**config.mk**
```make
export PLATFORM = sky130hd
export DESIGN_NAME = qai_blend
export DESIGN_NICKNAME = d
export VERILOG_FILES = /design/src/rtl/qai_pkg.sv /design/src/rtl/qai_blend.sv
export SDC_FILE = /design/constraint.sdc
export NUM_CORES = 2
export LEC_CHECK = 0
export ABC_CLOCK_PERIOD_IN_PS = 10500
export BUFFER_PORTS_ARGS = -buffer_cell sky130_fd_sc_hd__buf_2
export CORE_MARGIN = 2
export CORE_UTILIZATION = 25
export DETAILED_ROUTE_END_ITERATION = 6
export GPL_TIMING_DRIVEN = 0
export PLACE_DENSITY_LB_ADDON = 0.05
export REMOVE_ABC_BUFFERS = 1
export SLEW_MARGIN = 30
export SYNTH_ARGS = -nofsm -noshare
export SYNTH_HDL_FRONTEND = slang
export SYNTH_SLANG_ARGS = --single-unit
```
**constraint.sdc**
```tcl
create_clock -name clock -period 10.5 [get_ports clock]
set_input_delay 1.575 -clock clock [delete_from_list [all_inputs] [get_ports clock]]
set_output_delay 1.575 -clock clock [all_outputs]
set_load 0.05 [all_outputs]
```
**src/rtl/qai_pkg.sv**
```systemverilog
package qai_pkg;

   localparam int FRAC_BITS    = 16;
   localparam int CHANNEL_BITS = 8;
   localparam int COORD_W      = FRAC_BITS + 1;
   localparam int ATTR_W       = 3 * CHANNEL_BITS;
   localparam int WGT_W        = 16;
   localparam int PROD_W       = WGT_W + COORD_W;
   localparam int SUM_W        = PROD_W + 2;
   localparam int REM_W        = SUM_W;
   localparam int LERP_W       = CHANNEL_BITS + COORD_W;
   localparam int ACC_W        = LERP_W + 2;
   localparam int ADDR_W       = 5;
   localparam int DATA_W       = 32;
   localparam int DIV_STEPS    = COORD_W;

   localparam logic [COORD_W-1:0] ONE_Q = COORD_W'(1) << FRAC_BITS;

   typedef enum logic [1:0] {
      MODE_DIAG13  = 2'd0,
      MODE_DIAG02  = 2'd1,
      MODE_BILIN   = 2'd2,
      MODE_PERSP   = 2'd3
   } mode_type;

   typedef enum logic [2:0] {
      REG_MODE     = 3'd0,
      REG_ATTR0    = 3'd1,
      REG_ATTR1    = 3'd2,
      REG_ATTR2    = 3'd3,
      REG_ATTR3    = 3'd4,
      REG_WLOW     = 3'd5,
      REG_WHIGH    = 3'd6,
      REG_NONE     = 3'd7
   } reg_index_type;

   typedef struct packed {
      mode_type           mode;
      logic [ATTR_W-1:0]  attr0;
      logic [ATTR_W-1:0]  attr1;
      logic [ATTR_W-1:0]  attr2;
      logic [ATTR_W-1:0]  attr3;
      logic [31:0]        w_low;
      logic [31:0]        w_high;
   } cfg_type;

   typedef struct packed {
      mode_type           mode;
      logic [1:0]         ia;
      logic [1:0]         ib;
      logic [1:0]         ic;
      logic [COORD_W-1:0] u;
      logic [COORD_W-1:0] v;
      logic [COORD_W-1:0] w3;
      logic [SUM_W-1:0]   s;
      logic [REM_W-1:0]   rem_a;
      logic [REM_W-1:0]   rem_b;
      logic [COORD_W-1:0] quo_a;
      logic [COORD_W-1:0] quo_b;
      logic [ATTR_W-1:0]  p;
      logic [ATTR_W-1:0]  q;
   } item_type;

   function automatic logic [ATTR_W-1:0] corner_attr(input cfg_type cfg, input logic [1:0] k);
      logic [ATTR_W-1:0] r;
      case (k)
         2'd0:    r = cfg.attr0;
         2'd1:    r = cfg.attr1;
         2'd2:    r = cfg.attr2;
         default: r = cfg.attr3;
      endcase
      return r;
   endfunction

   function automatic logic [WGT_W-1:0] corner_weight(input cfg_type cfg, input logic [1:0] k);
      logic [31:0] r;
      r = k[1] ? cfg.w_high : cfg.w_low;
      return k[0] ? r[31:16] : r[15:0];
   endfunction

   function automatic logic [CHANNEL_BITS-1:0] chan(input logic [ATTR_W-1:0] a,
                                                    input logic [1:0] c);
      logic [CHANNEL_BITS-1:0] r;
      case (c)
         2'd0:    r = a[3*CHANNEL_BITS-1:2*CHANNEL_BITS];
         2'd1:    r = a[2*CHANNEL_BITS-1:CHANNEL_BITS];
         default: r = a[CHANNEL_BITS-1:0];
      endcase
      return r;
   endfunction

   // corners (A,B,C) of the chosen triangle
   function automatic logic [5:0] tri_corners(input mode_type m, input logic half);
      logic [5:0] r;
      if (m == MODE_DIAG02) begin
         r = half ? {2'd0, 2'd1, 2'd2} : {2'd2, 2'd3, 2'd0};
      end else begin
         r = half ? {2'd1, 2'd2, 2'd3} : {2'd3, 2'd0, 2'd1};
      end
      return r;
   endfunction

endpackage

```
**src/rtl/qai_blend.sv**
```systemverilog
module qai_blend
   import qai_pkg::*;
(
   input  logic                    clock,
   input  logic                    reset,
   input  logic                    en,
   input  cfg_type                 cfg,
   input  logic                    in_valid,
   input  item_type                in_item,
   output logic                    out_valid,
   output logic [CHANNEL_BITS-1:0] red,
   output logic [CHANNEL_BITS-1:0] green,
   output logic [CHANNEL_BITS-1:0] blue,
   output logic                    div_zero
);
   logic                    b1_valid_ff, b2_valid_ff;
   logic                    dz_ff, dz_in, dz2_ff;
   logic [LERP_W-1:0]       ma_ff [3], mb_ff [3], mc_ff [3];
   logic [LERP_W-1:0]       ma_in [3], mb_in [3], mc_in [3];
   logic [CHANNEL_BITS-1:0] res_ff [3], res_in [3];

   always_comb begin
      logic [COORD_W-1:0] wa, wb, wc;
      logic [COORD_W:0]   wab;
      logic [ATTR_W-1:0]  ca, cb, cc;
      ca    = corner_attr(cfg, in_item.ia);
      cb    = corner_attr(cfg, in_item.ib);
      cc    = corner_attr(cfg, in_item.ic);
      wa    = in_item.u;
      wb    = in_item.v;
      wc    = in_item.w3;
      dz_in = 1'b0;
      wab   = {1'b0, in_item.quo_a} + {1'b0, in_item.quo_b};
      case (in_item.mode)
         MODE_BILIN: begin
            ca = in_item.p;
            cb = in_item.q;
            cc = '0;
            wa = ONE_Q - in_item.u;
            wb = in_item.u;
            wc = '0;
         end
         MODE_PERSP: begin
            if (in_item.s == '0) begin
               // zero weighted sum: return corner C untouched
               dz_in = 1'b1;
               wa    = '0;
               wb    = '0;
               wc    = ONE_Q;
            end else begin
               wa = in_item.quo_a;
               wb = in_item.quo_b;
               wc = (wab >= {1'b0, ONE_Q}) ? '0 : COORD_W'({1'b0, ONE_Q} - wab);
            end
         end
         default: begin
         end
      endcase
      for (int c = 0; c < 3; c++) begin
         ma_in[c] = LERP_W'(chan(ca, 2'(c))) * LERP_W'(wa);
         mb_in[c] = LERP_W'(chan(cb, 2'(c))) * LERP_W'(wb);
         mc_in[c] = LERP_W'(chan(cc, 2'(c))) * LERP_W'(wc);
      end
   end

   always_comb begin
      logic [ACC_W-1:0] acc;
      for (int c = 0; c < 3; c++) begin
         acc = ACC_W'(ma_ff[c]) + ACC_W'(mb_ff[c]) + ACC_W'(mc_ff[c]);
         // saturate where the clamped third weight lets a channel overflow
         if (acc[ACC_W-1:FRAC_BITS] > (ACC_W-FRAC_BITS)'({CHANNEL_BITS{1'b1}})) begin
            res_in[c] = '1;
         end else begin
            res_in[c] = acc[FRAC_BITS +: CHANNEL_BITS];
         end
      end
   end

   always_ff @(posedge clock) begin
      if (reset) begin
         b1_valid_ff <= 1'b0;
         b2_valid_ff <= 1'b0;
      end else if (en) begin
         b1_valid_ff <= in_valid;
         b2_valid_ff <= b1_valid_ff;
      end
   end

   always_ff @(posedge clock) begin
      if (en) begin
         ma_ff  <= ma_in;
         mb_ff  <= mb_in;
         mc_ff  <= mc_in;
         dz_ff  <= dz_in;
         res_ff <= res_in;
         dz2_ff <= dz_ff;
      end
   end

   assign out_valid = b2_valid_ff;
   assign red       = res_ff[0];
   assign green     = res_ff[1];
   assign blue      = res_ff[2];
   assign div_zero  = dz2_ff;
endmodule

```
---- After elaboration in Yosys (flattened, before gate mapping) ----
Cells that the tools add are included.
word-level totals
  register bits ........................... 253
  input bits .............................. 412
  output and inout bits ................... 26
  logic and storage cells ................. 64
cells by class
  $add $sub $neg .......................... 9
  $mul .................................... 9
  $lt $le $gt $ge ......................... 4
  equal/unequal tests ..................... 8
  mux-type cells .......................... 14
  reductions and logical operators ........ 4
operators by type and width
  kind                                                                  count
  multiplier 8 x 17 -> 25 bit                                           9
  one-hot mux 24 bit (3 select lines)                                   3
  one-hot mux 17 bit (2 select lines)                                   3
  adder 26 x 25 -> 27 bit                                               3
  adder 25 x 25 -> 26 bit                                               3
  two-way mux 24 bit                                                    3
  two-way mux 17 bit                                                    4
  logical NOT 35 bit                                                    1
  subtractor 17 bit (first input constant)                              2
  > comparator 11 x 8 -> 1 bit (second input constant)                  3
  adder 17 x 17 -> 18 bit                                               1
  greater-or-equal comparator 18 x 17 -> 1 bit (second input constant)  1
  == test 2 bit (second input constant)                                 5
  == test 2 x 1 -> 1 bit (second input constant)                        3
  logical NOT 2 bit                                                     3
  two-way mux 1 bit                                                     1

---- Logic depth before layout (Yosys ltp) ----
  depth in word-level cells ............... 6
  mapped depth ............................ 31

---- Least setup slack after synthesis ----
OpenSTA, ideal clock, no wires.
  kind .................................... in2reg
  from .................................... input port in_item[48] (netlist bit)
  to ...................................... register mc_ff[46] (netlist bit) (data pin)
  arrival ................................. 8.398 ns
  data required time ...................... 10.240 ns
  slack ................................... 1.842 ns
  stages .................................. 28
  buffers on the path ..................... 1
  cells stage by stage .................... ha_1 fa_1 a211o_1 a211oi_1 or4b_1 a21oi_1 nor2_1 or4_1 a21boi_4 buf_6 a22oi_1 or2_1 fa_1 fa_1 inv_1 fa_1 inv_1 fa_1 inv_1 ha_1 inv_1 a21oi_1 nor4_1 o311ai_0 a21o_1 a31oi_1 or3_1 xnor2_1
RTL lines
  what                    line             text
  start: declaration      qai_blend.sv:9   input item_type in_item,
  end signal: assignment  qai_blend.sv:93  mc_ff <= mc_in;
  end: declaration        qai_blend.sv:18  logic [LERP_W-1:0] ma_ff [3], mb_ff [3], mc_ff [3];

==> metrics.csv <==
stage,metric,value,unit
outcome,outcome,"complete, no violations",
placed_design,hpwl dp,177.1,mm
route,drt pass-1 iters,5,
die,Die Y,461.4,um
route,DRT antenna net count,0,
placed_design,PortBufs,301,
sta,Slew Limit Fails,0,
sta,Final Hold Fails,0,
cts,CTS tree,done,
global_route,GRT overflow,0,
synth,"Avg Cell Area, Syn",9.353,um^2
route,DRC,0,
final_layout,fin util,28.96,%
synth,Post-Syn Area,52290,um^2
setup_path,CP arrival,10.35,ns
job,Max-cap violations,0,
final_layout,"leading cell type in the layout, fill and taps excluded",fa_1,
setup_path,critical path launch point,in_item[48],
sta,period utilization,95.10,%
setup_path,CP Data Required Time,10.86,ns
power_and_ir_drop,Switching Share,52.38,%
setup_path,Reg-to-Reg Start,ma_ff[54],
cts,Max clock buf depth,3,
final_layout,"Design Area, Final",60090,um^2
sta,endpoints failing setup,0,
synth,top_reg_cell synth,edfxtp_1,
synth,#FFs+latches synth,253,
die,Die X,461.4,um
sta,RSZ-0062 raised after global routing,false,
route,vias post-DR,40230,
min_path,hold crit path type,reg -> reg,
power_and_ir_drop,Final Total Pwr,19.21,mW
sta,Period minus WS final,9.986,ns
final_layout,area of the multi-input gates,41260,um^2
final_layout,# fillers,21940,
setup_path,max incr delay on CP,0.77,ns
setup_path,CP Launch Type,primary input,
global_route,initial antenna violation count,14,
cts,"Reg clk slew, reported paths",0.06,ns
die,FP Rows,167,
cts,htree depth,2,
cts,cts hold-fix bufs,0,
route,drt total wl,211.0,mm
cts,clock net sink count,253,
power_and_ir_drop,Pint,9.146,mW
power_and_ir_drop,combinational power share,79.7,%
global_route,number of global-route vias before repair,43910,
setup_path,Worst Path Max Fanout,17,
min_path,hold path start,dz_ff,
synth,"Seq/Total Area, Yosys",14.49,%
power_and_ir_drop,clock power share,7.0,%
global_route,largest net degree at the start of global routing,80,
power_and_ir_drop,Power Density,319.7,nW/um^2
route,DRT iter0 DRCs,2265,
die,IO Count,438,
synth,Cell variety after synth,78,
sta,Slew headroom,33.73,%
power_and_ir_drop,Psw,10.06,mW
sta,Tightest Pin Transition,0.9786,ns
power_and_ir_drop,VDD IR max,0.2029,mV
final_layout,synth-to-layout area growth,14.90,%
setup_path,Reg2Reg Setup Slack,6.24,ns
setup_path,Most common cell on crit path,fa_1,
final_layout,share of post-route cells with drive strength above 1,12.80,%
final_layout,most frequent cells in the layout,"fa_1 (883), inv_1 (868), nor2_1 (769)",
die,Die ar.,212800,um^2
sta,TNS Setup,0,ns
die,CORE AREA,207500,um^2
route,drt wl/cell,24.46,um
global_route,first-pass GRT wire length,308.4,mm
final_layout,FF+latch area,7577,um^2
cts,total CTS buffers,40,
placed_design,Area after DPL,58800,um^2
cts,clock root cell,clkbuf_16,
synth,Yosys warning count,0,
global_route,Tot GR Track Use,20.10,%
synth,"Async S/R FF share, synth",0,%
cts,setup bufs post-CTS,0,
sta,clk_skew,0.02259,ns
setup_path,Slowest cell on crit path,a21boi_4,
power_and_ir_drop,Seq pwr share,13.3,%
cts,PostCTS Resize Cnt,0,
setup_path,endpoint class of the critical path,flop,
power_and_ir_drop,Leak,27.29,nW
synth,Post-Synthesis Cells,5591,
placed_design,RePlAce Congestion,0.7967,
cts,Clock Latency Late Sink,0.63,ns
sta,achievable frequency,100.1,MHz
synth,Post-synth EDFFs,251,
die,Initial Util,25.20,%
setup_path,critical setup path kind,in -> reg,
final_layout,fin nets,7598,
route,Via density,4.663,
worst max-delay path: cells and delay by family:
kind            cells  cell delay (ns)
compound gates     12             3.08
xor+xnor            1             0.39
fa+ha+maj           7             2.80
buf+inv             6             0.88
simple gates        5             1.54
power groups by stage:
stage | Sequential [mW] | Clock (mW) | Combinational, mW
detailed placement | 2.60 | 0 | 15.6
CTS | 2.59 | 1.42 | 15.7
global placement | 2.62 | 0 | 15.5
global route | 2.61 | 1.44 | 17.5
finish | 2.55 | 1.35 | 15.3
floorplan | 2.55 | 0 | 10.5
layer usage:
layer	track usage, %	vias up	wire, um
met1	26.48	20880	94980
met3	1.653	152	5562
met2	35.32	660	104700
met5	0	-	80
met4	5.029	10	5669
li1	-	18530	-
cells in the mapped netlist, types with 8 or more instances:
library cell | count | area (um^2)
xor2_1 | 51 | 446.7
or4_1 | 8 | 60.06
a211o_1 | 19 | 166.4
o21ai_0 | 112 | 560.5
o21bai_1 | 21 | 157.7
and4_1 | 9 | 78.83
a21boi_0 | 10 | 75.07
a211oi_1 | 18 | 135.1
clkbuf_1 | 181 | 679.4
mux4_2 | 72 | 1622
or2_2 | 80 | 500.5
edfxtp_1 | 251 | 7537
a21oi_1 | 224 | 1121
o21a_1 | 41 | 307.8
nor2_1 | 769 | 2887
a31oi_1 | 36 | 225.2
a22oi_1 | 22 | 165.2
inv_1 | 869 | 3262
a21o_1 | 90 | 675.7
xnor2_1 | 150 | 1314
buf_2 | 22 | 110.1
and2_1 | 44 | 275.3
mux2i_1 | 36 | 360.4
and3_1 | 26 | 162.7
nand2_1 | 580 | 2177
fa_1 | 883 | 17680
mux2_2 | 30 | 337.8
nor2b_1 | 54 | 337.8
nor3_1 | 48 | 240.2
a22o_1 | 25 | 219.0
o211ai_1 | 9 | 67.56
nand2b_1 | 53 | 331.6
buf_1 | 13 | 48.80
ha_1 | 496 | 6206
nor4_1 | 22 | 137.6
nand4_1 | 17 | 106.4
nand3_1 | 59 | 295.3
or3_1 | 25 | 156.4
flip-flops by register name (all words and copies together), names as in the netlist:
register,cells
ma_ff,75
mb_ff,75
mc_ff,75
blue,8
green,8
red,8
b1_valid_ff,1
div_zero,1
dz_ff,1
out_valid,1
worst paths after layout:
kind                to  cells after the start
max          mc_ff[22]                     31
min reg2reg   div_zero                      0
max reg2reg     red[4]                     11
min           div_zero                      0
cell type report:
type | instances | area share, %
Sequential cell | 253 | 12.61
Tap cell | 2788 | 5.806
Multi-Input combinational cell | 4247 | 68.67
Clock buffer | 42 | 1.678
Clock inverter | 27 | 0.4290
Inverter | 869 | 5.433
Antenna cell | 5 | 0.02082
Timing Repair Buffer | 396 | 5.352
cells by family after synthesis:
family	synth area share (%)
adder cells (fa/ha/maj)	45.67
flip-flops	14.49
multiplexers	4.436
buffers and inverters	7.934
AND/OR/NAND/NOR	15.21
XOR/XNOR	3.367
AO/OA/AOI/OAI	8.894
through the flow:
stage / setup slack, ns / hold slack (ns) / std cells
finish: 0.5143 / 0.4226 / 8627
global route: 0.06255 / 0.4421 / 8626
CTS: 0.4518 / 0.4207 / 8622
detailed placement: -0.2114 / 0.4045 / 8553
global placement: -6.658 / 0.4082 / 8458
floorplan: 0.4526 / 0.4003 / 5369
Note: power is estimated with default switching activity, not from simulation.
