--- src/rtl/qai_pkg.sv ---
package qai_pkg;

   localparam int FRAC_BITS    = 16;
   localparam int CHANNEL_BITS = 8;
   localparam int COORD_W      = FRAC_BITS + 1;
   localparam int ATTR_W       = 3 * CHANNEL_BITS;
   localparam int WGT_W        = 16;
   localparam int PROD_W       = WGT_W + COORD_W;
   localparam int SUM_W        = PROD_W + 2;
   localparam int REM_W        = SUM_W;
   localparam int LERP_W       = CHANNEL_BITS + COORD_W;
   localparam int ACC_W        = LERP_W + 2;
   localparam int ADDR_W       = 5;
   localparam int DATA_W       = 32;
   localparam int DIV_STEPS    = COORD_W;

   localparam logic [COORD_W-1:0] ONE_Q = COORD_W'(1) << FRAC_BITS;

   typedef enum logic [1:0] {
      MODE_DIAG13  = 2'd0,
      MODE_DIAG02  = 2'd1,
      MODE_BILIN   = 2'd2,
      MODE_PERSP   = 2'd3
   } mode_type;

   typedef enum logic [2:0] {
      REG_MODE     = 3'd0,
      REG_ATTR0    = 3'd1,
      REG_ATTR1    = 3'd2,
      REG_ATTR2    = 3'd3,
      REG_ATTR3    = 3'd4,
      REG_WLOW     = 3'd5,
      REG_WHIGH    = 3'd6,
      REG_NONE     = 3'd7
   } reg_index_type;

   typedef struct packed {
      mode_type           mode;
      logic [ATTR_W-1:0]  attr0;
      logic [ATTR_W-1:0]  attr1;
      logic [ATTR_W-1:0]  attr2;
      logic [ATTR_W-1:0]  attr3;
      logic [31:0]        w_low;
      logic [31:0]        w_high;
   } cfg_type;

   typedef struct packed {
      mode_type           mode;
      logic [1:0]         ia;
      logic [1:0]         ib;
      logic [1:0]         ic;
      logic [COORD_W-1:0] u;
      logic [COORD_W-1:0] v;
      logic [COORD_W-1:0] w3;
      logic [SUM_W-1:0]   s;
      logic [REM_W-1:0]   rem_a;
      logic [REM_W-1:0]   rem_b;
      logic [COORD_W-1:0] quo_a;
      logic [COORD_W-1:0] quo_b;
      logic [ATTR_W-1:0]  p;
      logic [ATTR_W-1:0]  q;
   } item_type;

   function automatic logic [ATTR_W-1:0] corner_attr(input cfg_type cfg, input logic [1:0] k);
      logic [ATTR_W-1:0] r;
      case (k)
         2'd0:    r = cfg.attr0;
         2'd1:    r = cfg.attr1;
         2'd2:    r = cfg.attr2;
         default: r = cfg.attr3;
      endcase
      return r;
   endfunction

   function automatic logic [WGT_W-1:0] corner_weight(input cfg_type cfg, input logic [1:0] k);
      logic [31:0] r;
      r = k[1] ? cfg.w_high : cfg.w_low;
      return k[0] ? r[31:16] : r[15:0];
   endfunction

   function automatic logic [CHANNEL_BITS-1:0] chan(input logic [ATTR_W-1:0] a,
                                                    input logic [1:0] c);
      logic [CHANNEL_BITS-1:0] r;
      case (c)
         2'd0:    r = a[3*CHANNEL_BITS-1:2*CHANNEL_BITS];
         2'd1:    r = a[2*CHANNEL_BITS-1:CHANNEL_BITS];
         default: r = a[CHANNEL_BITS-1:0];
      endcase
      return r;
   endfunction

   // corners (A,B,C) of the chosen triangle
   function automatic logic [5:0] tri_corners(input mode_type m, input logic half);
      logic [5:0] r;
      if (m == MODE_DIAG02) begin
         r = half ? {2'd0, 2'd1, 2'd2} : {2'd2, 2'd3, 2'd0};
      end else begin
         r = half ? {2'd1, 2'd2, 2'd3} : {2'd3, 2'd0, 2'd1};
      end
      return r;
   endfunction

endpackage

--- src/rtl/qai_div_step.sv ---
module qai_div_step
   import qai_pkg::*;
(
   input  logic     clock,
   input  logic     reset,
   input  logic     en,
   input  logic     first_step,
   input  logic     in_valid,
   input  item_type in_item,
   output logic     out_valid,
   output item_type out_item
);
   logic     valid_ff;
   item_type item_ff, item_in;

   always_comb begin
      logic [REM_W:0] ta, tb, sx;
      logic           ga, gb;
      // first step tests the top quotient bit without shifting
      ta = first_step ? {1'b0, in_item.rem_a} : {in_item.rem_a, 1'b0};
      tb = first_step ? {1'b0, in_item.rem_b} : {in_item.rem_b, 1'b0};
      sx = (REM_W+1)'(in_item.s);
      ga = ta >= sx;
      gb = tb >= sx;
      item_in       = in_item;
      item_in.rem_a = REM_W'(ga ? ta - sx : ta);
      item_in.rem_b = REM_W'(gb ? tb - sx : tb);
      item_in.quo_a = {in_item.quo_a[COORD_W-2:0], ga};
      item_in.quo_b = {in_item.quo_b[COORD_W-2:0], gb};
   end

   always_ff @(posedge clock) begin
      if (reset) begin
         valid_ff <= 1'b0;
      end else if (en) begin
         valid_ff <= in_valid;
      end
   end

   always_ff @(posedge clock) begin
      if (en) item_ff <= item_in;
   end

   assign out_valid = valid_ff;
   assign out_item  = item_ff;
endmodule

--- config.mk ---
export PLATFORM = sky130hd
export DESIGN_NAME = qai_div_step
export DESIGN_NICKNAME = d
export VERILOG_FILES = /design/src/rtl/qai_pkg.sv /design/src/rtl/qai_div_step.sv
export SDC_FILE = /design/constraint.sdc
export NUM_CORES = 1
export LEC_CHECK = 0
export BUFFER_PORTS_ARGS = -buffer_cell sky130_fd_sc_hd__buf_2
export CORE_AREA = 2 2 191 193
export CTS_CLUSTER_SIZE = 24
export DETAILED_ROUTE_END_ITERATION = 7
export DIE_AREA = 0 0 193 195
export PLACE_DENSITY = 0.7
export SETUP_SLACK_MARGIN = 0.02
export SYNTH_ARGS = -nofsm -noshare
export SYNTH_HDL_FRONTEND = slang
export SYNTH_SLANG_ARGS = --single-unit
export TNS_END_PERCENT = 100
--- constraint.sdc ---
create_clock -name clock -period 5.05 [get_ports clock]
set_input_delay 0.7575 -clock clock [delete_from_list [all_inputs] [get_ports clock]]
set_output_delay 0.7575 -clock clock [all_outputs]
set_load 0.03 [all_outputs]
### Yosys cells after proc, flatten, opt, wreduce, memory -nomap -nowiden

Index checks and enable logic that the tools add are counted.
W data, S select, Z words.

| word-level totals | value |
|---|---|
| register bits after elaboration | 247 |
| input port bits | 251 |
| output and inout port bits | 247 |
| word-level logic and storage cells | 23 |

| operators by class | value |
|---|---|
| add/subtract/negate cells | 2 |
| order comparisons | 2 |
| multiplexer cells | 4 |

Operator list:

| cell | number |
|---|---|
| $ge A36 B35 Y1 | 2 |
| $mux W36 | 2 |
| $mux W35 | 2 |
| $sub A35 B35 Y35 | 2 |

### Depth between registers and ports, before layout

Gate-level depths: netlist of the first run.

| depth | value |
|---|---|
| depth in word-level cells | 3 |
| mapped depth | 14 |
| mapped depth without buffers | 11 |

### Worst setup path before layout of the first run

Ideal clock, no wire load.

| path | value |
|---|---|
| path kind | input to register |
| from | input port first_step |
| to | register item_ff, in the netlist out_item[110], data pin |
| arrival time | 4.426 ns |
| data required time | 4.790 ns |
| path slack | 0.364 ns |
| cell stages on the path | 12 |
| cells stage by stage | clkbuf_1 -> clkbuf_1 -> mux2_2 -> ha_1 -> nand4_1 -> or4_1 -> o2111a_1 -> or3_1 -> a221o_1 -> a31oi_4 -> buf_6 -> mux2_2 |

RTL lines:

| what | line | text |
|---|---|---|
| start, declared | qai_div_step.sv:7 | `input logic first_step,` |
| end signal, assigned | qai_div_step.sv:41 | `if (en) item_ff <= item_in;` |
| end, declared | qai_div_step.sv:14 | `item_type item_ff, item_in;` |

==> results_dict.tcl, run 1 <==
set metrics [dict create \
    pwr-share-comb_pct 27.6 \
    syn_area_um2 13100 \
    synth_area_per_cell_um2 13.0 \
    regToRegStartpoint "out_valid" \
    leakage_uw 0.00738 \
    synth_ff_type "edfxtp_1" \
    max_cap_viol_count 0 \
    rr_endpoint "out_valid" \
    min_to "out_valid" \
    holdBufCountCts 0 \
    ioPinCount 498 \
    async_reset_ff_share_pct 0 \
    yosys.area_share.adder_pct 6.99 \
    finalSetupViolCount 0 \
    rsz0062_at_grt "false" \
    critPathKind "in -> reg" \
    final_cell_mix "buf_2 (494), edfxtp_1 (246), mux2_2 (131), a21oi_1 (74), ha_1 (70)" \
    crit_arrival_ps 4510 \
    drt-wirelength-per-cell_um 23.6 \
    grt_max_degree 104 \
    r2r_slack_ps 4450 \
    antenna_found_initial 22 \
    num-nets-final 1837 \
    cts_resized 0 \
    cts-buffers-inserted 30 \
    synthCells 1007 \
    timing.fmax_mhz 238 \
    p_per_area_nw_per_um2 392 \
    drcViolationCount 0 \
    routed_wl_mm 47.4 \
    pwr-share-clk_pct 34.0 \
    hold_start "reset" \
    p_sw_share_pct 31.7 \
    fin_skew_ps 0 \
    die_w_um 193 \
    maxSlewHeadroom_pct 42.0 \
    vias_per_cell 5.22 \
    synth_nets 1330 \
    hold_viol_final 0 \
    ys_warn_count 0 \
    cts_tree "built" \
    min_period_ps 4200 \
    drtPass1Iterations 5 \
    synthToLayoutAreaGrowth_pct 31.5 \
    cp-end-kind "flop" \
    rows 69 \
    synth_edf_count 246 \
    p_switching_uw 2140 \
    die_h_um 195 \
    start_util_pct 37.0 \
    synth_seq_cells 247 \
    clk_path_buf_depth 3 \
    dr.first_iter.drc_count 470 \
    peakVddDrop_v 0.000294 \
    rr_worst_depth 2 \
    grt_pass1_wl_mm 67.4 \
    drive_gt1_share_pct 45.0 \
    worst-path-max-fanout 41 \
    start_kind "input pin" \
    muxShareOfSynthArea_pct 11.9 \
    synth_compound_area_share_pct 11.4 \
    cts_setup_buffers 0 \
    ys_types 61 \
    final_common_cell "buf_2" \
    synthSimpleGateAreaFrac_pct 6.47 \
    seqPwrFrac_pct 38.4 \
    fp.dieArea_um2 37600 \
    port_buffers 495 \
    hold_path_depth 2 \
    timing.final.crit_share_pct 83.1 \
    synth_top_family_by_area "multiplexers" \
    intPower_uw 4620 \
    ys_seq_area_share_pct 56.5 \
    fin_setup_tns_ps 0 \
    status "complete, no violations" \
    hold_path.class "in -> reg" \
    grt_pass1_vias 10613 \
    clock_latency_ps 570 \
    track_usage_pct 24.2 \
    cts.clk_slew.worst_paths_ps 60 \
    vias 10500 \
    dp_hpwl_mm 37.8 \
    cts_sinks 247 \
    routabilityCongestion 0.882 \
    cp.required_ps 5370 \
    drv_slew 0 \
    tightestPinTransition_ps 869 \
    clockRootBuffer "clkbuf_16" \
    cts_max_level 1 \
    synthXorXnorAreaFrac_pct 3.81 \
    core_area_um2 35400 \
    grt_overflow 0 \
    ant_nets 0 \
    utilization_pct 48.7 \
]
-- stage by stage --
step	setup WS (ps)	power [uW]	hold slack [ps]	cell area [um2]	cells
finish	853	6760	333	17200	2010
floorplan	364	3870	630	13100	1007
CTS	887	6830	301	17200	1998
global placement	276	4470	475	16200	1943
global route	666	7060	319	17200	2003
detailed placement	280	4490	493	16200	1943
-- cell usage after synthesis, types with 20 or more instances --
cell type	number	share of area (%)
a21oi_1	74	2.8
a21o_1	22	1.3
nor2_1	40	1.1
ha_1	70	6.7
o21ai_0	41	1.6
mux2_2	131	11
nand4_1	20	0.95
xor2_1	23	1.5
xnor2_1	34	2.3
inv_1	58	1.7
clkbuf_1	27	0.77
edfxtp_1	246	56
nand2_1	52	1.5
-- worst max-delay path by stage --
stage,from,to
2_1_floorplan,first_step,out_item[110]
6_report,first_step,out_item[149]
3_3_place_gp,first_step,out_item[149]
5_1_grt,first_step,out_item[149]
3_5_place_dp,first_step,out_item[128]
4_1_cts,first_step,out_item[149]
-- power by group through the flow --
stage	Combinational [uW]	Sequential, uW	Clock (uW)
after detailed placement	1860	2630	0
final	1870	2600	2300
after floorplan	781	3090	0
after global placement	1840	2630	0
after global routing	2000	2620	2440
after CTS	1870	2600	2360
-- layout make-up --
class                   instances  area [um2]
clock inverters                16         246
repair buffers                509        2640
multi-input cells             668        5320
clock buffers                  39         795
flip-flops and latches        247        7410
well taps                     461         577
fillers                      3207       18200
inverters                      58         218
diodes                         12        30.0
-- critical path: stages --
cell      delay (ps)
buf_2            100
buf_12           220
mux2_2           400
ha_1             360
nor2b_1          170
o31a_1           280
o31ai_1          270
buf_4            170
a31oi_1          120
buf_4            190
a31oi_4          280
o311ai_2         150
a221oi_4         360
buf_4            270
mux2_2           360
-- logic make-up (layout without fill, tap and decap cells) --
family          after synthesis  in the layout
other cells                   0             12
xor+xnor                     57             57
flops                       247            247
fa+ha+maj                    72             72
simple gates                176            176
compound gates              223            223
mux                         140            140
buf+inv                      92            622
-- flip-flops by register name (all words and copies together) (netlist names) --
name	count
out_valid	1
out_item	246
-- per-layer routing --
layer	GRT usage [%]	up-vias	part of all wire, %
met5	0	-	0.25
met4	8.00	18	3.2
met3	8.52	82	10
met2	41.5	452	49
met1	27.9	5050	38
li1	-	4898	-
No activity file was read; power rests on OpenSTA's default activity.
==> inputs of run 2 (changes only) <==
--- a/config.mk
+++ b/config.mk
@@ -5,12 +5,13 @@
 export SDC_FILE = /design/constraint.sdc
 export NUM_CORES = 1
 export LEC_CHECK = 0
+export ABC_AREA = 1
 export BUFFER_PORTS_ARGS = -buffer_cell sky130_fd_sc_hd__buf_2
 export CORE_AREA = 2 2 191 193
 export CTS_CLUSTER_SIZE = 24
 export DETAILED_ROUTE_END_ITERATION = 7
 export DIE_AREA = 0 0 193 195
-export PLACE_DENSITY = 0.7
+export PLACE_DENSITY = 0.77
 export SETUP_SLACK_MARGIN = 0.02
 export SYNTH_ARGS = -nofsm -noshare
 export SYNTH_HDL_FRONTEND = slang
==> constraint.sdc (replaced) <==
create_clock -name clock -period 3.7 [get_ports clock]
set_input_delay 0.555 -clock clock [delete_from_list [all_inputs] [get_ports clock]]
set_output_delay 0.555 -clock clock [all_outputs]
set_load 0.03 [all_outputs]
==> run 2 against run 1 <==
  * Critical path depth up 3
  * Clock power up 40%
  * Critical endpoint is now out_item[88]
  * Final area up 9.5%
  * Largest power group unchanged
  * Largest cell class unchanged
  * Final cell count up 39%
  * Global-route usage up 4.7 points
  * Non-clock buffer count up 13
  * Wire length up 18%
==> results_dict.tcl, run 2 <==
set metrics [dict create \
    status "complete, no violations" \
    timing.fmax_mhz 344 \
    min_to "out_item[239]" \
    hold_path_depth 1 \
    port_buffers 495 \
    holdBufCountCts 0 \
    leakage_uw 0.00975 \
    cts_setup_buffers 0 \
    cp-end-kind "flop" \
    fin_skew_ps 0 \
    synth_nets 2107 \
    critPathKind "in -> reg" \
    fp.dieArea_um2 37600 \
    seqPwrFrac_pct 37.4 \
    final_cell_mix "nand2_1 (759), buf_2 (494), edfxtp_1 (246), inv_1 (238), nor2_1 (113)" \
    maxSlewHeadroom_pct 42.5 \
    rows 69 \
    rr_endpoint "out_valid" \
    ys_top_cells_by_count "nand2_1 (759), edfxtp_1 (246), inv_1 (238)" \
    tightestPinTransition_ps 863 \
    die_h_um 195 \
    synth.most_common_cell "nand2_1" \
    drv_slew 0 \
    antenna_found_initial 10 \
    syn_area_um2 14700 \
    hold_start "in_item[239]" \
    synth_top_area_share_pct 50.3 \
    regToRegStartpoint "out_valid" \
    grt_pass1_vias 13482 \
    max_stage_delay_ps 640 \
    pwr-share-clk_pct 33.9 \
    peakVddDrop_v 0.000567 \
    core_area_um2 35400 \
    routabilityCongestion 1.00 \
    setup.worst_path.start "first_step" \
    p_sw_share_pct 34.1 \
    vias 14006 \
    yosys-top-cells-area "edfxtp_1 (50%), nand2_1 (19%), inv_1 (6.1%)" \
    pwr-share-comb_pct 28.7 \
    r2r_slack_ps 3060 \
    fin_setup_tns_ps 0 \
    routed_wl_mm 56.0 \
    track_usage_pct 28.8 \
    start_util_pct 41.5 \
    ys_warn_count 0 \
    vias_per_cell 5.01 \
    start_kind "input pin" \
    drtPass1Iterations 5 \
    synth_area_per_cell_um2 8.23 \
    ys_types 36 \
    timing.final.crit_share_pct 78.6 \
    cp.required_ps 4130 \
    hold_path.class "in -> reg" \
    cts-buffers-inserted 29 \
    cts_resized 0 \
    drt-wirelength-per-cell_um 20.0 \
    synth_seq_cells 247 \
    async_reset_ff_share_pct 0 \
    ant_nets 0 \
    worst-path-max-fanout 45 \
    clockRootBuffer "clkbuf_16" \
    hold_ws_ps 147 \
    finalSetupViolCount 0 \
    p_switching_uw 3230 \
    p_per_area_nw_per_um2 501 \
    crit_top_cell "nand2_1" \
    synthToLayoutAreaGrowth_pct 28.6 \
    synth_edf_count 246 \
    largest_register_ff_count 246 \
    rr_worst_depth 2 \
    clock_latency_ps 560 \
    hold_viol_final 0 \
    grt_pass1_wl_mm 81.1 \
    drive_gt1_share_pct 27.0 \
    synth_top_cell_by_area "edfxtp_1" \
    dr.first_iter.drc_count 1062 \
    grt_max_degree 101 \
    cts_sinks 247 \
    clk_path_buf_depth 3 \
    dp_hpwl_mm 45.5 \
    rsz0062_at_grt "false" \
    drcViolationCount 0 \
    max_cap_viol_count 0 \
    ioPinCount 498 \
    intPower_uw 6230 \
    synth_ff_type "edfxtp_1" \
    final_common_cell "nand2_1" \
    ys_seq_area_share_pct 50.5 \
    grt_overflow 0 \
    cts_max_level 1 \
    cts_tree "built" \
    cpMaxStageDelayCell "a21oi_2" \
    crit_arrival_ps 3340 \
    num-nets-final 2628 \
    worstPathCellList "buf_2 -> inv_2 -> buf_12 -> nand2_1 -> nand2_1 -> ha_1 -> nand2_1 -> nor2_1 -> nand2_1 -> nor2_1 -> nand2_1 -> nand2_1 -> nand2_1 -> nand2_1 -> a21oi_2 -> buf_4 -> nand3_1 -> nand2_1" \
    min_period_ps 2910 \
    cts.clk_slew.worst_paths_ps 60 \
    synthCells 1784 \
    die_w_um 193 \
]
run 2: worst max-delay path: cells and delay by family:
family / cells / cell delay, ps
and+or+nand+nor: 12 / 1000
AOI/OAI and AO/OA: 1 / 640
buffers and inverters: 4 / 800
adders and majority gates: 1 / 300
run 2: area by class of cell:
cell class,instances,area (um2)
fill,3365,16500
sequential,247,7410
multi-input combinational,1253,6120
timing repair buffer,522,2750
inverter,252,946
clock buffer,33,741
tap,461,577
clock inverter,20,318
antenna,5,12.5
run 2: cells by family (layout without fill, tap and decap cells):
| logic type | count (synthesis) | after routing | share of synthesized area, % |
|---|---|---|---|
| compound gates | 96 | 96 | 3.55 |
| xor+xnor | 33 | 33 | 1.97 |
| fa+ha+maj | 72 | 72 | 6.24 |
| buf+inv | 284 | 827 | 7.84 |
| flops | 247 | 247 | 50.5 |
| mux | 1 | 1 | 0.0682 |
| other cells | 0 | 5 | 0 |
| simple gates | 1051 | 1051 | 29.9 |
run 2: worst max path at each step:
stage,end,slack [ps],cells after the start
5_1_grt,out_item[101],540,18
2_1_floorplan,out_item[115],660,16
4_1_cts,out_item[88],880,18
6_report,out_item[88],790,18
3_5_place_dp,out_item[101],300,18
3_3_place_gp,out_item[101],320,18
run 2: through the flow:
| step | utilization, % | instances | power [uW] | cell area, um2 | setup slack [ps] |
|---|---|---|---|---|---|
| after floorplan | - | 1784 | 5330 | 14700 | 660 |
| after global placement | 50.3 | 2735 | 6260 | 17800 | 322 |
| after detailed placement | 50.3 | 2735 | 6280 | 17800 | 299 |
| after CTS | 53.3 | 2788 | 9510 | 18900 | 877 |
| after global routing | 53.3 | 2791 | 9880 | 18900 | 543 |
| final | 53.3 | 2793 | 9460 | 18900 | 794 |
run 2: metal layers:
layer | routed length [um] | global-route usage, % | vias up | part of all wire, %
met1 | 21800 | 35.8 | 6357 | 39
li1 | - | - | 6775 | -
met5 | 72 | 0 | - | 0.13
met3 | 5700 | 7.62 | 140 | 10
met2 | 25400 | 47.0 | 724 | 45
met4 | 2970 | 13.0 | 10 | 5.3
run 2: power by group through the flow:
stage               Sequential [uW]  Clock, uW  Combinational [uW]
CTS                            3540       3270                2700
global route                   3560       3380                2940
finish                         3540       3210                2710
global placement               3590          0                2670
floorplan                      4190          0                1140
detailed placement             3590          0                2690
