[src/rtl/qai_pkg.sv]
package qai_pkg;

   localparam int FRAC_BITS    = 16;
   localparam int CHANNEL_BITS = 8;
   localparam int COORD_W      = FRAC_BITS + 1;
   localparam int ATTR_W       = 3 * CHANNEL_BITS;
   localparam int WGT_W        = 16;
   localparam int PROD_W       = WGT_W + COORD_W;
   localparam int SUM_W        = PROD_W + 2;
   localparam int REM_W        = SUM_W;
   localparam int LERP_W       = CHANNEL_BITS + COORD_W;
   localparam int ACC_W        = LERP_W + 2;
   localparam int ADDR_W       = 5;
   localparam int DATA_W       = 32;
   localparam int DIV_STEPS    = COORD_W;

   localparam logic [COORD_W-1:0] ONE_Q = COORD_W'(1) << FRAC_BITS;

   typedef enum logic [1:0] {
      MODE_DIAG13  = 2'd0,
      MODE_DIAG02  = 2'd1,
      MODE_BILIN   = 2'd2,
      MODE_PERSP   = 2'd3
   } mode_type;

   typedef enum logic [2:0] {
      REG_MODE     = 3'd0,
      REG_ATTR0    = 3'd1,
      REG_ATTR1    = 3'd2,
      REG_ATTR2    = 3'd3,
      REG_ATTR3    = 3'd4,
      REG_WLOW     = 3'd5,
      REG_WHIGH    = 3'd6,
      REG_NONE     = 3'd7
   } reg_index_type;

   typedef struct packed {
      mode_type           mode;
      logic [ATTR_W-1:0]  attr0;
      logic [ATTR_W-1:0]  attr1;
      logic [ATTR_W-1:0]  attr2;
      logic [ATTR_W-1:0]  attr3;
      logic [31:0]        w_low;
      logic [31:0]        w_high;
   } cfg_type;

   typedef struct packed {
      mode_type           mode;
      logic [1:0]         ia;
      logic [1:0]         ib;
      logic [1:0]         ic;
      logic [COORD_W-1:0] u;
      logic [COORD_W-1:0] v;
      logic [COORD_W-1:0] w3;
      logic [SUM_W-1:0]   s;
      logic [REM_W-1:0]   rem_a;
      logic [REM_W-1:0]   rem_b;
      logic [COORD_W-1:0] quo_a;
      logic [COORD_W-1:0] quo_b;
      logic [ATTR_W-1:0]  p;
      logic [ATTR_W-1:0]  q;
   } item_type;

   function automatic logic [ATTR_W-1:0] corner_attr(input cfg_type cfg, input logic [1:0] k);
      logic [ATTR_W-1:0] r;
      case (k)
         2'd0:    r = cfg.attr0;
         2'd1:    r = cfg.attr1;
         2'd2:    r = cfg.attr2;
         default: r = cfg.attr3;
      endcase
      return r;
   endfunction

   function automatic logic [WGT_W-1:0] corner_weight(input cfg_type cfg, input logic [1:0] k);
      logic [31:0] r;
      r = k[1] ? cfg.w_high : cfg.w_low;
      return k[0] ? r[31:16] : r[15:0];
   endfunction

   function automatic logic [CHANNEL_BITS-1:0] chan(input logic [ATTR_W-1:0] a,
                                                    input logic [1:0] c);
      logic [CHANNEL_BITS-1:0] r;
      case (c)
         2'd0:    r = a[3*CHANNEL_BITS-1:2*CHANNEL_BITS];
         2'd1:    r = a[2*CHANNEL_BITS-1:CHANNEL_BITS];
         default: r = a[CHANNEL_BITS-1:0];
      endcase
      return r;
   endfunction

   // corners (A,B,C) of the chosen triangle
   function automatic logic [5:0] tri_corners(input mode_type m, input logic half);
      logic [5:0] r;
      if (m == MODE_DIAG02) begin
         r = half ? {2'd0, 2'd1, 2'd2} : {2'd2, 2'd3, 2'd0};
      end else begin
         r = half ? {2'd1, 2'd2, 2'd3} : {2'd3, 2'd0, 2'd1};
      end
      return r;
   endfunction

endpackage

[src/rtl/qai_csr.sv]
module qai_csr
   import qai_pkg::*;
(
   input  logic              clock,
   input  logic              reset,
   input  logic              psel,
   input  logic              penable,
   input  logic              pwrite,
   input  logic [ADDR_W-1:0] paddr,
   input  logic [DATA_W-1:0] pwdata,
   output logic [DATA_W-1:0] prdata,
   output cfg_type           cfg
);
   cfg_type       cfg_ff, cfg_in;
   reg_index_type idx;
   logic          wr;

   assign idx = reg_index_type'(paddr[ADDR_W-1:2]);
   assign wr  = psel && penable && pwrite;
   assign cfg = cfg_ff;

   always_comb begin
      cfg_in = cfg_ff;
      prdata = '0;
      unique case (idx)
         REG_MODE: begin
            if (wr) cfg_in.mode = mode_type'(pwdata[1:0]);
            prdata = DATA_W'(cfg_ff.mode);
         end
         REG_ATTR0: begin
            if (wr) cfg_in.attr0 = pwdata[ATTR_W-1:0];
            prdata = DATA_W'(cfg_ff.attr0);
         end
         REG_ATTR1: begin
            if (wr) cfg_in.attr1 = pwdata[ATTR_W-1:0];
            prdata = DATA_W'(cfg_ff.attr1);
         end
         REG_ATTR2: begin
            if (wr) cfg_in.attr2 = pwdata[ATTR_W-1:0];
            prdata = DATA_W'(cfg_ff.attr2);
         end
         REG_ATTR3: begin
            if (wr) cfg_in.attr3 = pwdata[ATTR_W-1:0];
            prdata = DATA_W'(cfg_ff.attr3);
         end
         REG_WLOW: begin
            if (wr) cfg_in.w_low = pwdata;
            prdata = cfg_ff.w_low;
         end
         REG_WHIGH: begin
            if (wr) cfg_in.w_high = pwdata;
            prdata = cfg_ff.w_high;
         end
         default: begin
            prdata = '0;
         end
      endcase
   end

   always_ff @(posedge clock) begin
      if (reset) begin
         cfg_ff.mode   <= MODE_BILIN;
         cfg_ff.attr0  <= ATTR_W'(24'hFF6600);
         cfg_ff.attr1  <= ATTR_W'(24'hE6BF00);
         cfg_ff.attr2  <= ATTR_W'(24'h800080);
         cfg_ff.attr3  <= ATTR_W'(24'h0000FF);
         cfg_ff.w_low  <= 32'h02000200;
         cfg_ff.w_high <= 32'h02000200;
      end else begin
         cfg_ff <= cfg_in;
      end
   end
endmodule

[config.mk]
export PLATFORM = sky130hd
export DESIGN_NAME = qai_csr
export DESIGN_NICKNAME = d
export VERILOG_FILES = /design/src/rtl/qai_pkg.sv /design/src/rtl/qai_csr.sv
export SDC_FILE = /design/constraint.sdc
export NUM_CORES = 1
export LEC_CHECK = 0
export BUFFER_PORTS_ARGS = -buffer_cell sky130_fd_sc_hd__buf_2
export CAP_MARGIN = 20
export CORE_MARGIN = 3
export CORE_UTILIZATION = 47
export DETAILED_ROUTE_END_ITERATION = 12
export GPL_ROUTABILITY_DRIVEN = 1
export HOLD_SLACK_MARGIN = 0.06
export PLACE_DENSITY = 0.83
export REMOVE_ABC_BUFFERS = 1
export SYNTH_ARGS = -nofsm -noshare
export SYNTH_HDL_FRONTEND = slang
export SYNTH_SLANG_ARGS = --single-unit
[constraint.sdc]
create_clock -name clock -period 1.7 [get_ports clock]
set_input_delay 0.34 -clock clock [delete_from_list [all_inputs] [get_ports clock]]
set_output_delay 0.34 -clock clock [all_outputs]
set_load 0.03 [all_outputs]
; ---- Word level (Yosys, flattened, before mapping)
; Index checks and enable logic that the tools add are counted.
[word_totals]
register_bits = 162
input_bits = 42
out_inout_bits = 194
elab_cells = 24
[classes]
eq_ne = 6
mux = 1
reduce_logical = 10
[ops]
columns = op, n
row1 = $pmux W32 S7, 1
row2 = $reduce_and A2 Y1, 7
row3 = $eq A3 B3 Y1 const B, 3
row4 = $eq A3 B2 Y1 const B, 2
row5 = $eq A3 B1 Y1 const B, 1
row6 = $logic_not A3 Y1, 1
row7 = $logic_and A1 B1 Y1, 2

; ---- Logic depth before layout (Yosys ltp)
; Gate-level depths: netlist of run 1.
[depth]
word_depth = 3
depth_mapped = 6
mapped_depth_nobuf = 3

; ---- Least setup slack after synthesis of run 1
; Ideal clock, no wire load.
[synth_path]
path_type = input-to-output
startpoint = in paddr[3]
endpoint = out prdata[0]
t_arrival_ps = 1851
t_required_ps = 1360
setup_slack_ps = -491
cell_stages = 5
n_path_buf = 2
cell_sequence = buf_4 nand2b_4 buf_2 o221a_2 a221oi_1
[synth_via]
elab_chain_cells = 2
[synth_rtl]
columns = element, line
row1 = "start, declared", qai_csr.sv:9  ; input logic [ADDR_W-1:0] paddr,
row2 = "$eq A3 B3 Y1, or another cell as far along", qai_csr.sv:25  ; unique case (idx)
row3 = $pmux W32 S7 (*), qai_csr.sv:25
row4 = "end, declared", qai_csr.sv:11  ; output logic [DATA_W-1:0] prdata,
; Every way passes the cells marked *; elsewhere a longest branch is shown, timed or not.

; ---- Worst setup path in the final report of run 1
[layout_path]
startpoint = reg cfg_ff, in the netlist cfg[72]
endpoint = out prdata[8]
[layout_via]
elab_chain_cells = 1
[layout_rtl]
columns = element, line
row1 = "start, declared", qai_csr.sv:14  ; cfg_type cfg_ff, cfg_in;
row2 = "start signal, assigned", qai_csr.sv:70  ; cfg_ff <= cfg_in;
row3 = $pmux W32 S7, qai_csr.sv:25
; No other way between the ends.

==> results.py, run 1 <==
metrics = {
    "floorplan": {
        "fp.dieArea_um2": 18300,
        "initial_core_util_pct": 48.7,
        "die_x_um": 135,
        "io_pins": 236,
        "die_h_um": 135,
        "rows": 46,
        "core-area_um2": 16100,
    },
    "power": {
        "power_frac_seq_pct": 42.6,
        "leakage_nw": 5.09,
        "peakVddDrop_v": 0.000753,
        "power_density_nw_per_um2": 814,
        "power_switching_w": 0.00250,
        "p_comb_share_pct": 13.2,
        "internal-power_w": 0.00653,
        "switching_share_pct": 27.7,
        "clock_power_share_pct": 44.2,
    },
    "cts": {
        "holdBufCountCts": 0,
        "cts.reportedPaths.clkPinSlew_ns": 0.07,
        "clock_latency_ns": 0.44,
        "cts-root-buf": "clkbuf_16",
        "htree_levels": 4,
        "numCtsBuffers": 17,
        "cts_buffer_depth": 2,
        "cts.sinks": 162,
        "cts_tree": "built",
    },
    "timing": {
        "fmax_ghz": 0.512,
        "worstMarginPinSlew_ns": 0.495,
        "finClkSkew_ns": 0,
        "finalSetupTns_ns": -3.26,
        "fin_crit_sh_pct": 115,
        "hold_violations": 0,
        "slew_viol_final": 0,
        "holdWs_ns": 0.162,
        "finalSetupViolCount": 31,
        "timing.final.ws_setup_ns": -0.252,
        "slew_headroom_pct": 67.0,
        "rsz0062_at_grt": "yes",
        "min_period_ns": 1.95,
    },
    "final_layout": {
        "n_fill_cell": 1188,
        "drive_above_1_share_pct": 42.5,
        "largest_reg_flops": 162,
        "nets": 1192,
        "antenna_cells": 0,
        "syn2layout_area_growth_pct": 41.4,
    },
    "critical_path": {
        "critPathCapture": "prdata[8]",
        "worstSetupStartpoint": "cfg[72]$_SDFFE_PP0P_",
        "critical_path_class": "flop to output pin",
        "reg2reg_slack_ns": 0.79,
        "r2r-start": "cfg[106]$_SDFFE_PP0P_",
        "cp_max_fo": 3,
        "r2r_end": "cfg[106]$_SDFFE_PP0P_",
        "cp-end-kind": "output pin",
        "cp-start-kind": "flop",
        "cp.required_ns": 1.36,
        "critPathArrivalTime_ns": 1.61,
        "ff2ff_path_depth": 4,
    },
    "global_route": {
        "grtUsageTotal_pct": 31.0,
        "grt_pass1_vias": 8161,
        "grt_pass1_wl_mm": 44.5,
        "antenna_found_initial": 2,
        "grt_max_degree": 59,
        "gr-total-overflow": 0,
    },
    "yosys": {
        "synth_area_leaders": "dfxtp_1, mux2i_1, o21ai_0, nand2b_1, nor2b_1",
        "syn_inst": 864,
        "seq_area_frac_synth_pct": 41.3,
        "synth_edf_count": 0,
        "syn-cell-area_um2": 7850,
        "ys_ff_latch": 162,
        "synth_area_leader_cell": "dfxtp_1",
        "synth_cell_types": 37,
        "avgSynthCellArea_um2": 9.08,
        "synth_ff_type": "dfxtp_1",
        "yosysWarnings": 0,
        "synth_top_area_share_pct": 41.3,
        "async_flop_share_pct": 0,
    },
    "min_path": {
        "hold_path.class": "primary input to flop",
    },
    "place": {
        "portBuffers": 233,
        "routabilityCongestion": 0.856,
        "dp_hpwl_mm": 18.5,
    },
    "detailed_routing": {
        "drcViolationCount": 0,
        "wire_per_inst_um": 21.2,
        "via_per_inst": 5.96,
        "ant_nets": 0,
        "firstDrtPassIters": 5,
        "wl_mm": 29.3,
        "drt_iter0_markers": 758,
        "via_count": 8225,
    },
    "status": {
        "status": "complete, but fails checks",
        "violations": "negative setup slack",
    },
    "flow_run": {
        "drv_cap": 0,
    },
}
-- cell usage in the layout (no fill, tap or decap), drive strengths merged, types with 4 or more instances in the layout --
cell type / netlist / final
buf: 38 / 349
dfxtp: 162 / 162
o21ai: 128 / 128
mux2i: 114 / 114
nand2b: 77 / 77
nor2: 68 / 68
nor2b: 64 / 64
a21oi: 42 / 42
nand3: 29 / 29
mux2: 22 / 22
clkbuf: 46 / 18
a221oi: 18 / 18
a2bb2oi: 14 / 14
inv: 2 / 10
a22oi: 10 / 10
nand2: 8 / 8
o221ai: 6 / 6
or3: 4 / 4
clkinv: 0 / 4
-- cell usage after synthesis, types with 14 or more instances --
| library cell | n |
|---|---|
| buf_2 | 15 |
| nor2_1 | 67 |
| a221oi_1 | 18 |
| nor2b_1 | 64 |
| dfxtp_1 | 162 |
| a2bb2oi_1 | 14 |
| o21ai_0 | 115 |
| nand3_1 | 28 |
| mux2i_1 | 114 |
| a21oi_1 | 42 |
| mux2_2 | 22 |
| buf_4 | 18 |
| nand2b_1 | 75 |
| clkbuf_1 | 44 |
-- cell families (layout without fill, tap and decap cells) --
logic type / after synthesis / after routing / synth area share [%]
DFF: 162 / 162 / 41.3
buffers and inverters: 86 / 385 / 5.77
muxes: 136 / 136 / 17.7
and+or+nand+nor: 256 / 256 / 18.4
AOI/OAI and AO/OA: 224 / 224 / 16.8
-- metrics by stage --
stage	cells	setup WS, ns	total power (W)	utilization [%]	area [µm²]
2_1_floorplan	780	-0.744	0.00437	-	7400
4_1_cts	1375	-0.170	0.00898	68.0	11000
6_report	1379	-0.252	0.00903	68.9	11100
5_1_grt	1379	-0.289	0.00925	68.9	11100
3_3_place_gp	1309	-0.253	0.00490	59.7	9620
3_5_place_dp	1309	-0.250	0.00491	59.7	9620
-- metal layers --
layer	GRT usage [%]	vias up	share of wire (%)
met5	0	-	0.092
met2	52.2	530	48
met4	15.3	4	4.6
li1	-	3622	-
met1	36.5	3950	38
met3	8.28	119	9.6
-- worst max-delay path, cell delays in order (launching register included) --
cell and delay [ns]:
dfxtp_2 0.33, mux2_4 0.28, a221oi_4 0.31, a21oi_2 0.09
buf_6 0.15
-- power by group through the flow --
stage                     clock network, W  logic, W  registers, W
after global routing               0.00415   0.00124       0.00385
after CTS                          0.00400   0.00114       0.00384
after global placement                   0  0.000966       0.00393
after detailed placement                 0  0.000978       0.00393
after floorplan                          0  0.000390       0.00398
final                              0.00399   0.00119       0.00385
-- how the worst min path moves through the flow --
stage                    startpoint                    end  slack [ns]  cells past startpoint
2_1_floorplan                 reset  cfg[112]$_SDFFE_PP0P_        0.41                      1
3_3_place_gp   cfg[17]$_SDFFE_PP0P_   cfg[17]$_SDFFE_PP0P_        0.47                      2
3_5_place_dp   cfg[19]$_SDFFE_PP0P_   cfg[19]$_SDFFE_PP0P_        0.48                      2
4_1_cts                  pwdata[15]   cfg[79]$_SDFFE_PP0P_        0.14                      3
5_1_grt                   pwdata[5]  cfg[117]$_SDFFE_PP0P_        0.17                      3
6_report                  pwdata[5]  cfg[117]$_SDFFE_PP0P_        0.16                      3
-- timing repair --
item                       in CTS  in global routing
setup endpoints to repair      32                 32
pin swaps                       9                 10
setup buffers                  30                  4
gates resized for setup       125                 26
cloned                          4                  1
-- cell type report --
cell class	count	area (µm²)	share of cell area, %
multi-input combinational	616	4440	40.0
sequential	162	3290	29.6
timing repair buffer	351	2490	22.4
clock buffer	17	425	3.83
tap	216	270	2.44
clock inverter	15	171	1.54
inverter	2	7.51	0.0677
Power figures use the tool's default switching activity.
==> run 2: changes to the inputs <==
- PLACE_DENSITY: 0.83 -> 0.85
==> run 2 against run 1 <==
  * The flow still finishes with violations (negative setup slack)
  * First-iteration DRC count up 4.1%
  * Die area unchanged
  * Clock power down 4%
  * Critical path type unchanged
==> results.py, run 2 (synthesized netlist as in run 1, its figures left out) <==
metrics = {
    "timing": {
        "timing.final.ws_setup_ns": -0.213,
        "slew_headroom_pct": 68.7,
        "hold_violations": 0,
        "min_period_ns": 1.91,
        "finClkSkew_ns": 0,
        "fmax_ghz": 0.523,
        "fin_crit_sh_pct": 113,
        "worstMarginPinSlew_ns": 0.470,
        "slew_viol_final": 0,
        "finalSetupViolCount": 26,
        "finalSetupTns_ns": -3.03,
        "rsz0062_at_grt": "yes",
    },
    "final_layout": {
        "drive_above_1_share_pct": 43.4,
        "final_cell_mix": "buf_2, dfxtp_1, o21ai_0, mux2i_1, buf_4",
        "nets": 1191,
        "syn2layout_area_growth_pct": 42.4,
        "layout_commonest_cell": "buf_2",
        "antenna_cells": 0,
        "n_fill_cell": 1179,
        "largest_reg_flops": 162,
    },
    "flow_run": {
        "drv_cap": 0,
    },
    "critical_path": {
        "slowest_stage": "dfxtp_2",
        "cp_max_fo": 2,
        "cp-end-kind": "output pin",
        "critPathArrivalTime_ns": 1.57,
        "slowest_delay_ns": 0.33,
        "cp.required_ns": 1.36,
        "cp-start-kind": "flop",
        "critical_path_class": "flop to output pin",
        "path_cells": "mux2_4, a221oi_2, a21oi_1, buf_4",
        "reg2reg_slack_ns": 0.74,
        "ff2ff_path_depth": 3,
    },
    "global_route": {
        "grt_use_met3_pct": 7.54,
        "gr-total-overflow": 0,
        "grt_pass1_vias": 7843,
        "grt_max_degree": 56,
        "gr-usage-met1_pct": 37.7,
        "antenna_found_initial": 0,
        "grt_pass1_wl_mm": 42.7,
        "grt.met2_usage_pct": 49.9,
        "grtUsageTotal_pct": 29.8,
        "grt-busiest-layer": "met2",
    },
    "detailed_routing": {
        "via_count": 8020,
        "firstDrtPassIters": 6,
        "drcViolationCount": 0,
        "via_per_inst": 5.83,
        "wire_per_inst_um": 20.7,
        "drt_iter0_markers": 789,
        "wl_mm": 28.5,
        "ant_nets": 0,
    },
    "place": {
        "place_ws_ns": -0.224,
        "dp_hpwl_mm": 18.3,
        "routabilityCongestion": 0.850,
        "portBuffers": 233,
    },
    "min_path": {
        "hold_path.class": "primary input to flop",
        "hold_depth": 3,
    },
    "floorplan": {
        "rows": 46,
        "initial_core_util_pct": 48.7,
        "die_x_um": 135,
        "core-area_um2": 16100,
        "io_pins": 236,
        "die_h_um": 135,
        "fp.dieArea_um2": 18300,
    },
    "cts": {
        "htree_levels": 4,
        "clock_latency_ns": 0.42,
        "cts-root-buf": "clkbuf_16",
        "cts_tree": "built",
        "cts.reportedPaths.clkPinSlew_ns": 0.06,
        "cts_buffer_depth": 2,
        "holdBufCountCts": 0,
        "numCtsBuffers": 17,
        "cts.sinks": 162,
    },
    "power": {
        "p_total_w": 0.00890,
        "peakVddDrop_v": 0.000700,
        "power_density_nw_per_um2": 797,
        "leakage_nw": 5.08,
    },
    "status": {
        "violations": "negative setup slack",
        "status": "complete, but fails checks",
    },
}
==> run 2: timing repair <==
item                                   in CTS  in global routing
endpoints found under the hold margin       0                  0
setup buffers                              28                  7
cloned                                      2                  1
pin swaps                                  16                  7
resized for setup                         141                 38
setup endpoints to repair                  32                 32
==> run 2: stage by stage <==
step | utilization (%) | instance area (µm²) | cells | hold WS (ns)
after CTS | 67.8 | 10900 | 1368 | 0.173
after floorplan | - | 7400 | 780 | 0.409
after detailed placement | 59.8 | 9640 | 1308 | 0.482
after global routing | 69.3 | 11200 | 1376 | 0.186
final | 69.3 | 11200 | 1376 | 0.181
after global placement | 59.8 | 9640 | 1308 | 0.473
==> run 2: per-layer routing <==
layer	routed length [µm]	vias to the layer above
met5	0	-
met3	2800	68
met4	737	0
met1	11200	3845
li1	-	3619
met2	13700	488
==> run 2: worst max-delay path, delay by kind of cell, from the launching register on <==
family,cells,cell delay (ns)
mux,1,0.29
buf+inv,1,0.18
flops,1,0.33
compound gates,2,0.35
==> run 2: power breakdown <==
part	leakage [nW]	internal, W	switching, W
registers	1.32	0.00382	0.0000244
clock network	0.282	0.00227	0.00158
logic	3.48	0.000513	0.000695
==> run 2: worst paths after layout <==
check / end / startpoint
min reg2reg: cfg[137]$_SDFFE_PP0P_ / cfg[137]$_SDFFE_PP0P_
max: prdata[10] / cfg[122]$_SDFFE_PP1P_
min: cfg[74]$_SDFFE_PP0P_ / pwdata[10]
max reg2reg: cfg[38]$_SDFFE_PP0P_ / cfg[38]$_SDFFE_PP0P_
==> run 2: area by class of cell <==
| class | instances | area [µm²] | share of cell area, % |
|---|---|---|---|
| Inverter | 2 | 7.51 | 0.0672 |
| Tap cell | 216 | 270 | 2.42 |
| Sequential cell | 162 | 3300 | 29.5 |
| Multi-Input combinational cell | 616 | 4500 | 40.3 |
| Timing Repair Buffer | 350 | 2520 | 22.6 |
| Clock inverter | 8 | 104 | 0.930 |
| Clock buffer | 22 | 474 | 4.25 |
